<file path="src/rtl/qrt_pkg.sv">
// Shared constants, codes and types of the quorum request tracker.
package qrt_pkg;

    // Table geometry and field widths.
    localparam int TABLE_DEPTH = 16;
    localparam int IDX_W       = $clog2(TABLE_DEPTH);
    localparam int ID_W        = 16;
    localparam int TIME_W      = 32;
    localparam int KIND_W      = 2;
    localparam int CNT_W       = 2;
    localparam int EXP_W       = 16;
    localparam int QUO_W       = 2;
    localparam int MAX_RESULTS = 16;
    localparam int RES_W       = $clog2(MAX_RESULTS + 1);

    // Configuration port.
    localparam int CFG_IDX_W = 1;
    localparam int CFG_W     = EXP_W;
    typedef logic [CFG_IDX_W-1:0] t_cfg_idx;
    localparam t_cfg_idx CFG_EXPIRY = 1'd0;
    localparam t_cfg_idx CFG_QUORUM = 1'd1;

    // Reset values of the configuration registers.
    localparam logic [EXP_W-1:0] EXPIRY_RST = 16'd20;
    localparam logic [QUO_W-1:0] QUORUM_RST = 2'd2;

    // Request operations.
    typedef logic [1:0] t_op;
    localparam t_op OP_ISSUE = 2'd0;
    localparam t_op OP_REPLY = 2'd1;
    localparam t_op OP_TICK  = 2'd2;

    // Result events.
    typedef logic [2:0] t_event;
    localparam t_event EV_ISSUED  = 3'd0;
    localparam t_event EV_FULL    = 3'd1;
    localparam t_event EV_COUNTED = 3'd2;
    localparam t_event EV_DONE    = 3'd3;
    localparam t_event EV_EXPIRED = 3'd4;
    localparam t_event EV_UNKNOWN = 3'd5;

    // The reply count saturates here.
    localparam logic [CNT_W-1:0] CNT_MAX = 2'd3;

    // One slot of the pending request table.
    typedef struct packed {
        logic [ID_W-1:0]   id;
        logic [KIND_W-1:0] kind;
        logic [TIME_W-1:0] issue_time;
        logic [CNT_W-1:0]  count;
    } t_entry;

    localparam int ENTRY_W = $bits(t_entry);

endpackage

</file>
<file path="src/rtl/qrt_ram.sv">
// Generic single-port-write, single-port-read RAM with a registered read.
module qrt_ram #(
    parameter int WIDTH = 8,
    parameter int DEPTH = 16
) (
    input  logic                     i_clk,
    input  logic                     i_we,
    input  logic [$clog2(DEPTH)-1:0] i_waddr,
    input  logic [WIDTH-1:0]         i_wdata,
    input  logic [$clog2(DEPTH)-1:0] i_raddr,
    output logic [WIDTH-1:0]         o_rdata
);

    logic [WIDTH-1:0] r_mem [DEPTH];
    logic [WIDTH-1:0] r_rdata;

    // Write port and registered read port.
    always_ff @(posedge i_clk) begin
        if (i_we) begin
            r_mem[i_waddr] <= i_wdata;
        end
        r_rdata <= r_mem[i_raddr];
    end

    assign o_rdata = r_rdata;

endmodule

</file>
<file path="src/rtl/quorum_request_tracker.sv">
// Quorum request tracker: table of outstanding replicated requests with reply counting and expiry.
//
// A request is accepted only while the tracker is idle. An issue request is first accepted, then
// the lowest free slot is found and the entry written. A reply or a tick request walks the whole
// pending table through the single read port of the entry memory, one slot per cycle while no
// result is held up by a stalled output; a reply stops early at its matching slot. A result
// that cannot leave because the output is stalled holds the request up. Results wait in an
// output register, so a new request may be accepted while the last result of the previous one
// is still held. A tick expires at most MAX_RESULTS entries and marks its final result with last.
// The slot valid bits are flip-flops cleared by reset, so no clearing pass is needed after reset.
module quorum_request_tracker (
    input  logic                                i_clk,
    input  logic                                i_rst_n,
    // Configuration write port
    input  logic                                i_cfg_we,
    input  logic [qrt_pkg::CFG_IDX_W-1:0]       i_cfg_index,
    input  logic [qrt_pkg::CFG_W-1:0]           i_cfg_data,
    // Request channel
    input  logic                                i_in_valid,
    output logic                                o_in_stall,
    input  logic [1:0]                          i_op,
    input  logic [qrt_pkg::KIND_W-1:0]          i_request_kind,
    input  logic [qrt_pkg::ID_W-1:0]            i_reply_id,
    input  logic                                i_reply_ok,
    // Result channel
    output logic                                o_out_valid,
    input  logic                                i_out_stall,
    output logic [2:0]                          o_event_res,
    output logic [qrt_pkg::ID_W-1:0]            o_trans_id,
    output logic [qrt_pkg::KIND_W-1:0]          o_kind_out,
    output logic                                o_last
);

    typedef enum logic [3:0] {
        S_IDLE   = 4'b0001,
        S_ISSUE  = 4'b0010,
        S_SCAN   = 4'b0100,
        S_FINISH = 4'b1000
    } t_state;

    t_state                                   r_state, n_state;
    qrt_pkg::t_op                             r_op, n_op;
    logic [qrt_pkg::KIND_W-1:0]               r_kind, n_kind;
    logic [qrt_pkg::ID_W-1:0]                 r_rid, n_rid;
    logic                                     r_ok, n_ok;
    logic [qrt_pkg::TABLE_DEPTH-1:0]          r_valid, n_valid;
    logic [qrt_pkg::ID_W-1:0]                 r_next_id, n_next_id;
    logic [qrt_pkg::TIME_W-1:0]               r_time, n_time;
    logic [qrt_pkg::EXP_W-1:0]                r_expiry;
    logic [qrt_pkg::QUO_W-1:0]                r_quorum;
    logic [qrt_pkg::IDX_W:0]                  r_rd_idx, n_rd_idx;
    logic                                     r_chk_vld, n_chk_vld;
    logic [qrt_pkg::IDX_W-1:0]                r_chk_idx, n_chk_idx;
    logic [qrt_pkg::RES_W-1:0]                r_found, n_found;
    logic                                     r_hold_vld, n_hold_vld;
    logic [qrt_pkg::ID_W-1:0]                 r_hold_id, n_hold_id;
    logic [qrt_pkg::KIND_W-1:0]               r_hold_kind, n_hold_kind;
    logic                                     r_out_vld, n_out_vld;
    qrt_pkg::t_event                          r_out_ev, n_out_ev;
    logic [qrt_pkg::ID_W-1:0]                 r_out_id, n_out_id;
    logic [qrt_pkg::KIND_W-1:0]               r_out_kind, n_out_kind;
    logic                                     r_out_last, n_out_last;

    logic                                     ram_we;
    logic [qrt_pkg::IDX_W-1:0]                ram_waddr;
    qrt_pkg::t_entry                          ram_wdata;
    logic [qrt_pkg::IDX_W-1:0]                ram_raddr;
    logic [qrt_pkg::ENTRY_W-1:0]              ram_rdata;

    logic                                     out_free;
    logic                                     free_any;
    logic [qrt_pkg::IDX_W-1:0]                free_slot;
    logic [qrt_pkg::ID_W-1:0]                 id_inc;
    logic [qrt_pkg::ID_W-1:0]                 new_id;
    qrt_pkg::t_entry                          chk_e;
    logic                                     chk_live;
    logic [qrt_pkg::TIME_W-1:0]               chk_age;
    logic                                     chk_expired;
    logic                                     chk_match;
    logic [qrt_pkg::CNT_W-1:0]                cnt_new;
    logic                                     cnt_done;
    logic                                     scan_stall;
    logic                                     scan_stop;

    // Entry table: id, kind, issue time and reply count of every slot.
    qrt_ram #(
        .WIDTH (qrt_pkg::ENTRY_W),
        .DEPTH (qrt_pkg::TABLE_DEPTH)
    ) u_entry_ram (
        .i_clk   (i_clk),
        .i_we    (ram_we),
        .i_waddr (ram_waddr),
        .i_wdata (ram_wdata),
        .i_raddr (ram_raddr),
        .o_rdata (ram_rdata)
    );

    // The output register can take a result when empty or being emptied.
    assign out_free = !r_out_vld || !i_out_stall;

    // Lowest free slot for an issue.
    always_comb begin
        free_slot = '0;
        for (int i = qrt_pkg::TABLE_DEPTH - 1; i >= 0; i--) begin
            if (!r_valid[i]) begin
                free_slot = qrt_pkg::IDX_W'(i);
            end
        end
    end
    assign free_any = ~(&r_valid);

    // Next transaction id wraps and never takes the value zero.
    assign id_inc = r_next_id + 1'b1;
    assign new_id = (id_inc == '0) ? qrt_pkg::ID_W'(1) : id_inc;

    // Evaluation of the slot whose entry has just come out of the memory.
    assign chk_e       = qrt_pkg::t_entry'(ram_rdata);
    assign chk_live    = r_chk_vld && r_valid[r_chk_idx];
    assign chk_age     = r_time - chk_e.issue_time;
    assign chk_expired = chk_live && (chk_age > qrt_pkg::TIME_W'(r_expiry));
    assign chk_match   = chk_live && (chk_e.id == r_rid);
    assign cnt_new     = (r_ok && chk_e.count != qrt_pkg::CNT_MAX) ?
                         chk_e.count + 1'b1 : chk_e.count;
    assign cnt_done    = cnt_new >= r_quorum;

    // Sequencer: accepts a request, then issues, or walks the table for a reply or a tick.
    always_comb begin
        n_state     = r_state;
        n_op        = r_op;
        n_kind      = r_kind;
        n_rid       = r_rid;
        n_ok        = r_ok;
        n_valid     = r_valid;
        n_next_id   = r_next_id;
        n_time      = r_time;
        n_rd_idx    = r_rd_idx;
        n_chk_vld   = r_chk_vld;
        n_chk_idx   = r_chk_idx;
        n_found     = r_found;
        n_hold_vld  = r_hold_vld;
        n_hold_id   = r_hold_id;
        n_hold_kind = r_hold_kind;
        n_out_vld   = r_out_vld && i_out_stall;
        n_out_ev    = r_out_ev;
        n_out_id    = r_out_id;
        n_out_kind  = r_out_kind;
        n_out_last  = r_out_last;
        ram_we      = 1'b0;
        ram_waddr   = r_chk_idx;
        ram_wdata   = chk_e;
        ram_raddr   = r_chk_idx;
        scan_stall  = 1'b0;
        scan_stop   = 1'b0;

        case (r_state)
            S_IDLE: begin
                if (i_in_valid) begin
                    n_op      = i_op;
                    n_kind    = i_request_kind;
                    n_rid     = i_reply_id;
                    n_ok      = i_reply_ok;
                    n_rd_idx  = '0;
                    n_chk_vld = 1'b0;
                    n_found   = '0;
                    n_hold_vld = 1'b0;
                    case (i_op)
                        qrt_pkg::OP_ISSUE: begin
                            n_state = S_ISSUE;
                        end
                        qrt_pkg::OP_REPLY: begin
                            n_state = S_SCAN;
                        end
                        qrt_pkg::OP_TICK: begin
                            n_time  = r_time + 1'b1;
                            n_state = S_SCAN;
                        end
                        default: begin
                            n_state = S_IDLE;
                        end
                    endcase
                end
            end

            S_ISSUE: begin
                if (out_free) begin
                    n_out_vld  = 1'b1;
                    n_out_kind = r_kind;
                    n_out_last = 1'b1;
                    if (free_any) begin
                        ram_we                = 1'b1;
                        ram_waddr             = free_slot;
                        ram_wdata.id          = new_id;
                        ram_wdata.kind        = r_kind;
                        ram_wdata.issue_time  = r_time;
                        ram_wdata.count       = '0;
                        n_valid[free_slot]    = 1'b1;
                        n_next_id             = new_id;
                        n_out_ev              = qrt_pkg::EV_ISSUED;
                        n_out_id              = new_id;
                    end else begin
                        n_out_ev = qrt_pkg::EV_FULL;
                        n_out_id = '0;
                    end
                    n_state = S_IDLE;
                end
            end

            S_SCAN: begin
                // Check stage: one expired slot is held back so that the final one can be marked.
                if (r_op == qrt_pkg::OP_TICK && chk_expired) begin
                    if (!r_hold_vld || out_free) begin
                        if (r_hold_vld) begin
                            n_out_vld  = 1'b1;
                            n_out_ev   = qrt_pkg::EV_EXPIRED;
                            n_out_id   = r_hold_id;
                            n_out_kind = r_hold_kind;
                            n_out_last = 1'b0;
                        end
                        n_hold_vld          = 1'b1;
                        n_hold_id           = chk_e.id;
                        n_hold_kind         = chk_e.kind;
                        n_valid[r_chk_idx]  = 1'b0;
                        n_found             = r_found + 1'b1;
                        if (r_found + 1'b1 == qrt_pkg::RES_W'(qrt_pkg::MAX_RESULTS)) begin
                            scan_stop = 1'b1;
                            n_state   = S_FINISH;
                        end
                    end else begin
                        scan_stall = 1'b1;
                    end
                end else if (r_op == qrt_pkg::OP_REPLY && chk_match) begin
                    if (out_free) begin
                        ram_we          = 1'b1;
                        ram_wdata.count = cnt_new;
                        n_out_vld       = 1'b1;
                        n_out_ev        = cnt_done ? qrt_pkg::EV_DONE : qrt_pkg::EV_COUNTED;
                        n_out_id        = r_rid;
                        n_out_kind      = chk_e.kind;
                        n_out_last      = 1'b1;
                        if (cnt_done) begin
                            n_valid[r_chk_idx] = 1'b0;
                        end
                        scan_stop = 1'b1;
                        n_state   = S_IDLE;
                    end else begin
                        scan_stall = 1'b1;
                    end
                end

                // Read stage: fetch the next slot, or close the walk once all are checked.
                if (!scan_stall && !scan_stop) begin
                    if (r_rd_idx < (qrt_pkg::IDX_W + 1)'(qrt_pkg::TABLE_DEPTH)) begin
                        ram_raddr = r_rd_idx[qrt_pkg::IDX_W-1:0];
                        n_chk_vld = 1'b1;
                        n_chk_idx = r_rd_idx[qrt_pkg::IDX_W-1:0];
                        n_rd_idx  = r_rd_idx + 1'b1;
                    end else begin
                        n_chk_vld = 1'b0;
                        n_state   = S_FINISH;
                    end
                end
            end

            S_FINISH: begin
                if (r_op == qrt_pkg::OP_REPLY) begin
                    // No pending slot carries the reply's id.
                    if (out_free) begin
                        n_out_vld  = 1'b1;
                        n_out_ev   = qrt_pkg::EV_UNKNOWN;
                        n_out_id   = r_rid;
                        n_out_kind = '0;
                        n_out_last = 1'b1;
                        n_state    = S_IDLE;
                    end
                end else if (r_hold_vld) begin
                    // Final expired slot of this tick.
                    if (out_free) begin
                        n_out_vld  = 1'b1;
                        n_out_ev   = qrt_pkg::EV_EXPIRED;
                        n_out_id   = r_hold_id;
                        n_out_kind = r_hold_kind;
                        n_out_last = 1'b1;
                        n_hold_vld = 1'b0;
                        n_state    = S_IDLE;
                    end
                end else begin
                    n_state = S_IDLE;
                end
            end

            default: begin
                n_state = S_IDLE;
            end
        endcase
    end

    // Control state and configuration registers.
    always_ff @(posedge i_clk) begin
        if (!i_rst_n) begin
            r_state    <= S_IDLE;
            r_valid    <= '0;
            r_next_id  <= '0;
            r_time     <= '0;
            r_expiry   <= qrt_pkg::EXPIRY_RST;
            r_quorum   <= qrt_pkg::QUORUM_RST;
            r_chk_vld  <= 1'b0;
            r_hold_vld <= 1'b0;
            r_out_vld  <= 1'b0;
        end else begin
            r_state    <= n_state;
            r_valid    <= n_valid;
            r_next_id  <= n_next_id;
            r_time     <= n_time;
            r_chk_vld  <= n_chk_vld;
            r_hold_vld <= n_hold_vld;
            r_out_vld  <= n_out_vld;
            if (i_cfg_we) begin
                case (i_cfg_index)
                    qrt_pkg::CFG_EXPIRY: begin
                        r_expiry <= i_cfg_data;
                    end
                    qrt_pkg::CFG_QUORUM: begin
                        r_quorum <= i_cfg_data[qrt_pkg::QUO_W-1:0];
                    end
                    default: begin
                        r_expiry <= r_expiry;
                    end
                endcase
            end
        end
    end

    // Payload registers of the request, the walk and the result.
    always_ff @(posedge i_clk) begin
        r_op        <= n_op;
        r_kind      <= n_kind;
        r_rid       <= n_rid;
        r_ok        <= n_ok;
        r_rd_idx    <= n_rd_idx;
        r_chk_idx   <= n_chk_idx;
        r_found     <= n_found;
        r_hold_id   <= n_hold_id;
        r_hold_kind <= n_hold_kind;
        r_out_ev    <= n_out_ev;
        r_out_id    <= n_out_id;
        r_out_kind  <= n_out_kind;
        r_out_last  <= n_out_last;
    end

    assign o_in_stall  = (r_state != S_IDLE);
    assign o_out_valid = r_out_vld;
    assign o_event_res = r_out_ev;
    assign o_trans_id  = r_out_id;
    assign o_kind_out  = r_out_kind;
    assign o_last      = r_out_last;

endmodule

</file>
<file path="config.mk">
export PLATFORM = sky130hd
export DESIGN_NAME = quorum_request_tracker
export DESIGN_NICKNAME = d
export VERILOG_FILES = /design/src/rtl/qrt_pkg.sv /design/src/rtl/qrt_ram.sv /design/src/rtl/quorum_request_tracker.sv
export SDC_FILE = /design/constraint.sdc
export NUM_CORES = 2
export LEC_CHECK = 0
export BUFFER_PORTS_ARGS = -buffer_cell sky130_fd_sc_hd__buf_4
export CORE_UTILIZATION = 40
export DETAILED_ROUTE_END_ITERATION = 7
export RECOVER_POWER = 50
export SYNTH_ARGS = -nofsm -noshare
export SYNTH_HDL_FRONTEND = slang
export SYNTH_SLANG_ARGS = --single-unit
</file>
<file path="constraint.sdc">
create_clock -name i_clk -period 6.7 [get_ports i_clk]
set_input_delay 0 -clock i_clk [delete_from_list [all_inputs] [get_ports i_clk]]
set_output_delay 0 -clock i_clk [all_outputs]
set_load 0.005 [all_outputs]
</file>
After elaboration in Yosys (flattened, before gate mapping). Memory sizes are Yosys's and may differ from the RTL's. A register that Yosys moved wholly into a read port is not among the register bits. Cells that the tools add are included.

Memories kept: 1. Bits in writable memories: 832. Logic and storage cells: 249. Flip-flop bits (word level): 164.

Memory list: u_entry_ram.r_mem (depth 16, bits a word 52, read ports 1, clocked after memory_dff 1, write ports 1, RTL line qrt_ram.sv:14) `logic [WIDTH-1:0] r_mem [DEPTH];`.

Bitwise operators: 5. Equal/unequal tests: 28. $lt $le $gt $ge: 7. Muxes and demuxes: 141. Reduce and logical (&&, ||, !) cells: 39. $add $sub $neg: 6.

Operators with widths (count): $mux W16 (18); $mux W4 (32); $mux W52 (2); $mux W50 (1); $pmux W16 S3 (1); $mux W1 (42); $add A32 B1 Y32 const B (1); $gt A32 B16 Y1 (1); $pmux W16 S2 (1); $sub A32 B32 Y32 (1); $mux W3 (10); $mux W2 (14); $mux W5 (5); $ne A3 B3 Y1 const B (7); $ne A2 B2 Y1 const B (10); $pmux W5 S2 (2); $add A16 B1 Y16 const B (1); $and A16 B16 Y16 (1); $eq A16 B16 Y1 (1); $logic_not A16 Y1 (1); $not A16 Y16 (1); $or A16 B16 Y16 (1); $pmux W4 S4 (1); $reduce_and A16 Y1 (1); other kinds (36) (70).

Depth between registers and ports, before layout.
Word-level depth: 24. Gate-level depth with buffers: 29. Depth with buffers taken out: 26.

Cells and area by module. A second synthesis with hierarchy kept.

Cells, all modules: 2654. Area, all modules: 42987.5 um^2.

Modules (own cells, without submodules): qrt_ram (instances 1, sequential area each 26025.0 um^2, area each 32215.9 um^2, cells each 1344); quorum_request_tracker (instances 1, sequential area each 3993.8 um^2, area each 10771.6 um^2, cells each 1310).

Least setup slack after synthesis. OpenSTA, ideal clock, no wires.

Kind: reg2reg. Start point: reg r_time[0] in the netlist's numbering. End point: reg r_out_id (netlist bit o_trans_id[0]) (enable). Buffers on the path: 0. Arrival: 5.122 ns. Stages on the path, launching flop included: 27. Path slack: 1.184 ns. Clock period less this slack: 5.516 ns. Required time: 6.306 ns. Cell sequence: dfxtp_1 -> inv_1 -> ha_1 -> fa_1 -> nor2b_1 -> o2111ai_1 -> a21oi_2 -> o21a_1 -> o21ai_0 -> nand2_1 -> a21o_1 -> a21o_1 -> xor2_1 -> ha_1 -> a21oi_1 -> nand2_1 -> a21oi_1 -> a21oi_1 -> nor4_1 -> nand4b_1 -> nor4_1 -> and4bb_4 -> or3_1 -> o21ai_0 -> o2bb2ai_1 -> nand3b_1 -> a21oi_1.

Cells in the longest elaborated chain, start to end: 6. Elaborated cells between the ends (all ways): 8. Classes of those cells: add/sub (1); order compare (1); eq/ne (3); reduce/logical (3).

RTL lines: start: declaration (RTL line quorum_request_tracker.sv:48) `logic [qrt_pkg::TIME_W-1:0] r_time, n_time;`; start signal: assignment (RTL line quorum_request_tracker.sv:313) `r_time <= n_time;`; $sub A32 B32 Y32 (*) (RTL line quorum_request_tracker.sv:119) `assign chk_age = r_time - chk_e.issue_time;`; $gt A32 B16 Y1 (*) (RTL line quorum_request_tracker.sv:120) `assign chk_expired = chk_live && (chk_age > qrt_pkg::TIME_W'(r_expiry));`; $logic_and A1 B1 Y1 (*) (RTL line quorum_request_tracker.sv:120); $logic_and A1 B1 Y1 (*) (RTL line quorum_request_tracker.sv:210) `if (r_op == qrt_pkg::OP_TICK && chk_expired) begin`; $ne A3 B3 Y1 (no source line); $reduce_and A7 Y1 (no source line) (*); end signal: assignment (RTL line quorum_request_tracker.sv:345) `r_out_id <= n_out_id;`; end: declaration (RTL line quorum_request_tracker.sv:60) `logic [qrt_pkg::ID_W-1:0] r_out_id, n_out_id;`.

Mark *: on every way between the ends. The rest lies on a longest branch, timed or not. A chain may end at the register's enable or synchronous reset.

Worst setup path after layout.
Start point: reg r_time[0] in the netlist's numbering. End point: reg u_entry_ram.r_rdata[14], in the netlist u_entry_ram.o_rdata[14], read port of u_entry_ram.r_mem.

Cells in the longest elaborated chain, start to end: 10. Elaborated cells between the ends (all ways): 13. Classes of those cells: add/sub (1); order compare (1); mux (6); reduce/logical (5).

RTL lines: $sub A32 B32 Y32 (*) (RTL line quorum_request_tracker.sv:119); $gt A32 B16 Y1 (*) (RTL line quorum_request_tracker.sv:120); $logic_and A1 B1 Y1 (*) (RTL line quorum_request_tracker.sv:120); $logic_and A1 B1 Y1 (*) (RTL line quorum_request_tracker.sv:210); $mux W1 (RTL line quorum_request_tracker.sv:210); $mux W1 (RTL line quorum_request_tracker.sv:155) `case (r_state)`; $logic_not A1 Y1 (RTL line quorum_request_tracker.sv:251) `if (!scan_stall && !scan_stop) begin`; $logic_and A1 B1 Y1 (*) (RTL line quorum_request_tracker.sv:251); $mux W4 (*) (2 in a row); end: declaration (RTL line qrt_ram.sv:15) `logic [WIDTH-1:0] r_rdata;`.

Mark *: on every way between the ends. The rest lies on a longest branch, timed or not. The select of a mux whose other input is x is not followed.

==> impl_results.md <==
* Status: finished, violations left
* Failing checks: capacitance limit, slew limit
* Worst endpoint data arrival time at 6830 ps
* Overall power at 16.9 mW
* Skew final at 29.6 ps
* Hold Vio Cnt, Final at 0
* Share of layout cells above drive strength 1 at 10.2%
* Synth area leader: edfxtp_1
* Placed insts at 4454
* Crit Path Category: flop to flop
* CP most frequent cell: a21oi_1
* CTS tree: yes
* Crit path capture type: flop
* Slew Limit Fails at 161
* Min-delay src: i_cfg_we
* Gr ovfl total at 0
* Deepest clock path buffer count at 3
* Seq pwr share at 48.4%
* Initial antenna violation count at 1
* Syn Std Cell Area at 0.0435 sq mm
* Non-Filler Instances at 4727
* Vias per cell at 5.58
* Leakage power at 19.4 nW
* Drt pass-1 iters at 5
* Worst r2r src: r_time[0]$_SDFFE_PN0P_
* Placer Congestion at 0.877
* Layout area overhead at 16.4%
* Clk sinks at 1048
* Die W at 332 microns
* Power Density at 333 mW/mm^2
* Multi-input logic area at 0.0128 sq mm
* Int Pwr at 12.3 mW
* Sw Share at 27.0%
* Setup TNS at 0 ps
* Worst setup SP type: flop
* RSZ-0062 raised after global routing: true
* Fin area at 0.0507 sq mm
* Chip Height at 332 microns
* Worst Path Required at 7240 ps
* Antenna cells at 0
* CTS root buffer: clkbuf_16
* Measured slew at the worst slew-check pin at 3920 ps
* WP buf/inv at 3
* CP max stage cell: a31oi_4
* Adder-cell area share of the yosys netlist at 1.71%
* Part of the cycle the worst path needs at 94.0%
* First-pass GRT wire length at 164 mm
* Post-synthesis simple-gate area fraction at 6.93%
* Mapped Avg Cell Area at 14.5 sq um
* Ranking of synthesized cells by area: edfxtp_1 (62%), mux2i_1 (9.9%), dfxtp_1 (6.7%)
* H-Tree Depth at 3
* Vias at 26400
* Ports at 67
* Util after Layout at 47.1%
* Post-DP HPWL at 63.4 mm
* Clock network power share at 34.2%
* Largest net degree at the start of global routing at 89
* GRT Overall Usage at 19.7%
* Site row count at 120
* Post-Synthesis Cells at 3012
* Flip-flop and latch area at 0.0300 sq mm
* # fillers at 9336
* Number of CTS-inserted buffers at 104
* NetSw at 4.56 mW
* Clock Latency Late Sink at 690 ps
* CP max stage delay at 730 ps
* Final worst-path setup slack at 403 ps
* Syn Nets at 3114
* Max-Cap Viols at 4
* Part of the Yosys area used for sequential elements at 69.0%
* Share of the synthesized area in the top cell type at 62.3%
* Reg clk slew, reported paths at 60 ps
* Dpl cell area at 0.0467 sq mm
* Final ANT Viol Nets at 0
* Pre-CTS setup slack at 332 ps
* Post-synthesis cell type count at 79
* Number of synthesized flops with an enable pin at 903
* Largest family of logic cells by synthesized area: multiplexers
* Synth Area in Compound Gates at 8.27%
* Post-Synth XOR/XNOR Area at 1.75%
* Number of global-route vias before repair at 25500
* CP delay by family, top: compound AO/OA/AOI/OAI gates
* Port Buffers at 66
* Critical Path Fanout Max at 21
* Post-synthesis mux area share at 10.3%
* Routed len/inst at 23.4 microns
* Worst Hold Class: input pin to flop
* Drt initial violations at 2520
* Post-route DRC at 0
* Core area at 0.108 sq mm
* Asr flop ratio synth at 0%
* Comb pwr share at 17.4%
* Hold_ws at 40.8 ps
* Setup crit start: r_time[0]$_SDFFE_PN0P_
* Final min period at 6300 ps
* Synth cell count leaders: edfxtp_1 (903), mux2i_1 (429), o22ai_1 (214)
* Register bit total from synthesis at 1048
* Total wire length at 111 mm
* Peak supply drop at 185 uV
* Slew margin rel. at -161%
* Yosys warnings at 0
* Die Area at 0.110 sq mm
* Maximum clock frequency at 159 MHz
* Most common cell in the netlist: edfxtp_1
* Finish-stage setup viols at 0
* Ys flop type: edfxtp_1
* Initial Utilization at 40.5%
* Nets at 3336
## path summary, 6_finish.rpt
path                                     end  slack, ps  cells after the start
max          u_entry_ram.o_rdata[14]$_DFF_P_        400                     27
min                 r_expiry[1]$_SDFFE_PN0P_         40                      4
max reg2reg  u_entry_ram.o_rdata[14]$_DFF_P_        400                     27
min reg2reg          r_hold_vld$_SDFFE_PN0P_        520                      2
## kinds of logic (layout without fill, tap and decap cells)
kind of cell,Yosys count,count (layout)
muxes,439,439
and+or+nand+nor,598,598
AOI/OAI and AO/OA,557,557
DFF,1048,1048
buffers and inverters,224,536
adders and majority gates,59,59
xor gates and xnor gates,87,87
## flip-flops by register name, summed over array words and instances, names as in the netlist, 2 cells and up
register,count
r_rid,16
o_kind_out,2
r_hold_id,16
r_chk_idx,4
u_entry_ram.r_mem,832
r_valid,16
r_hold_kind,2
r_found,5
r_kind,2
r_time,32
r_expiry,16
r_op,2
r_rd_idx,5
r_next_id,16
r_state,4
o_trans_id,16
o_event_res,3
u_entry_ram.o_rdata,52
r_quorum,2
## layout make-up
class	instances	share of cell area, %
clock buffer	158	5.87
clock inverter	38	0.825
inverter	73	0.541
multi-input combinational	1740	25.2
sequential	1048	59.2
tap	1403	3.46
timing repair buffer	267	4.82
## cells in the final DEF (no fill, tap or decap), drive strengths merged, types with 6 or more instances in the layout
cell type    instances
a211o                6
a211oi               9
a21boi              35
a21o                14
a21oi               80
a221oi               9
a31oi               16
and2                40
and3                25
buf                102
bufinv               7
clkbuf             248
clkinv              26
dfxtp              145
dlygate4sd3         75
edfxtp             903
ha                  58
inv                 76
mux2i              429
nand2              209
nand2b              15
nand3               48
nand3b               7
nand4               22
nor2                93
nor2b               13
nor3                29
nor4                10
o211ai               6
o21a                12
o21ai              105
o21bai               6
o221ai              14
o22ai              214
or3                 16
or4                 53
xnor2               71
xor2                16
## power groups by stage
| stage | Clock [mW] | Sequential [mW] | Combinational (mW) |
|---|---|---|---|
| finish | 5.78 | 8.17 | 2.93 |
| detailed placement | 0 | 8.28 | 2.97 |
| floorplan | 0 | 8.18 | 1.91 |
| global route | 6.12 | 8.18 | 3.21 |
| CTS | 5.88 | 8.15 | 3.01 |
| global placement | 0 | 8.28 | 2.93 |
## tightest hold or removal path: stages
cell and delay, ps:
buf_4 100, nand2b_1 300, nand2_1 160, a21boi_0 80
## layer usage
| metal | GRT usage, % | up-vias | wire (microns) | part of all wire (%) |
|---|---|---|---|---|
| li1 | - | 12100 | - | - |
| met4 | 4.94 | 0 | 1900 | 1.7 |
| met1 | 28.1 | 13300 | 50100 | 45 |
| met3 | 2.33 | 118 | 6410 | 5.8 |
| met2 | 31.9 | 859 | 52300 | 47 |
| met5 | 0 | - | 0 | 0 |
## what timing repair did
item | in CTS | in global routing
resized for setup | 0 | 5
endpoints found under the setup margin | 0 | 42
buffers inserted | 0 | 1
hold buffers | 75 | 0
endpoints found under the hold margin | 65 | 0
Note: power is estimated with default switching activity, not from simulation.
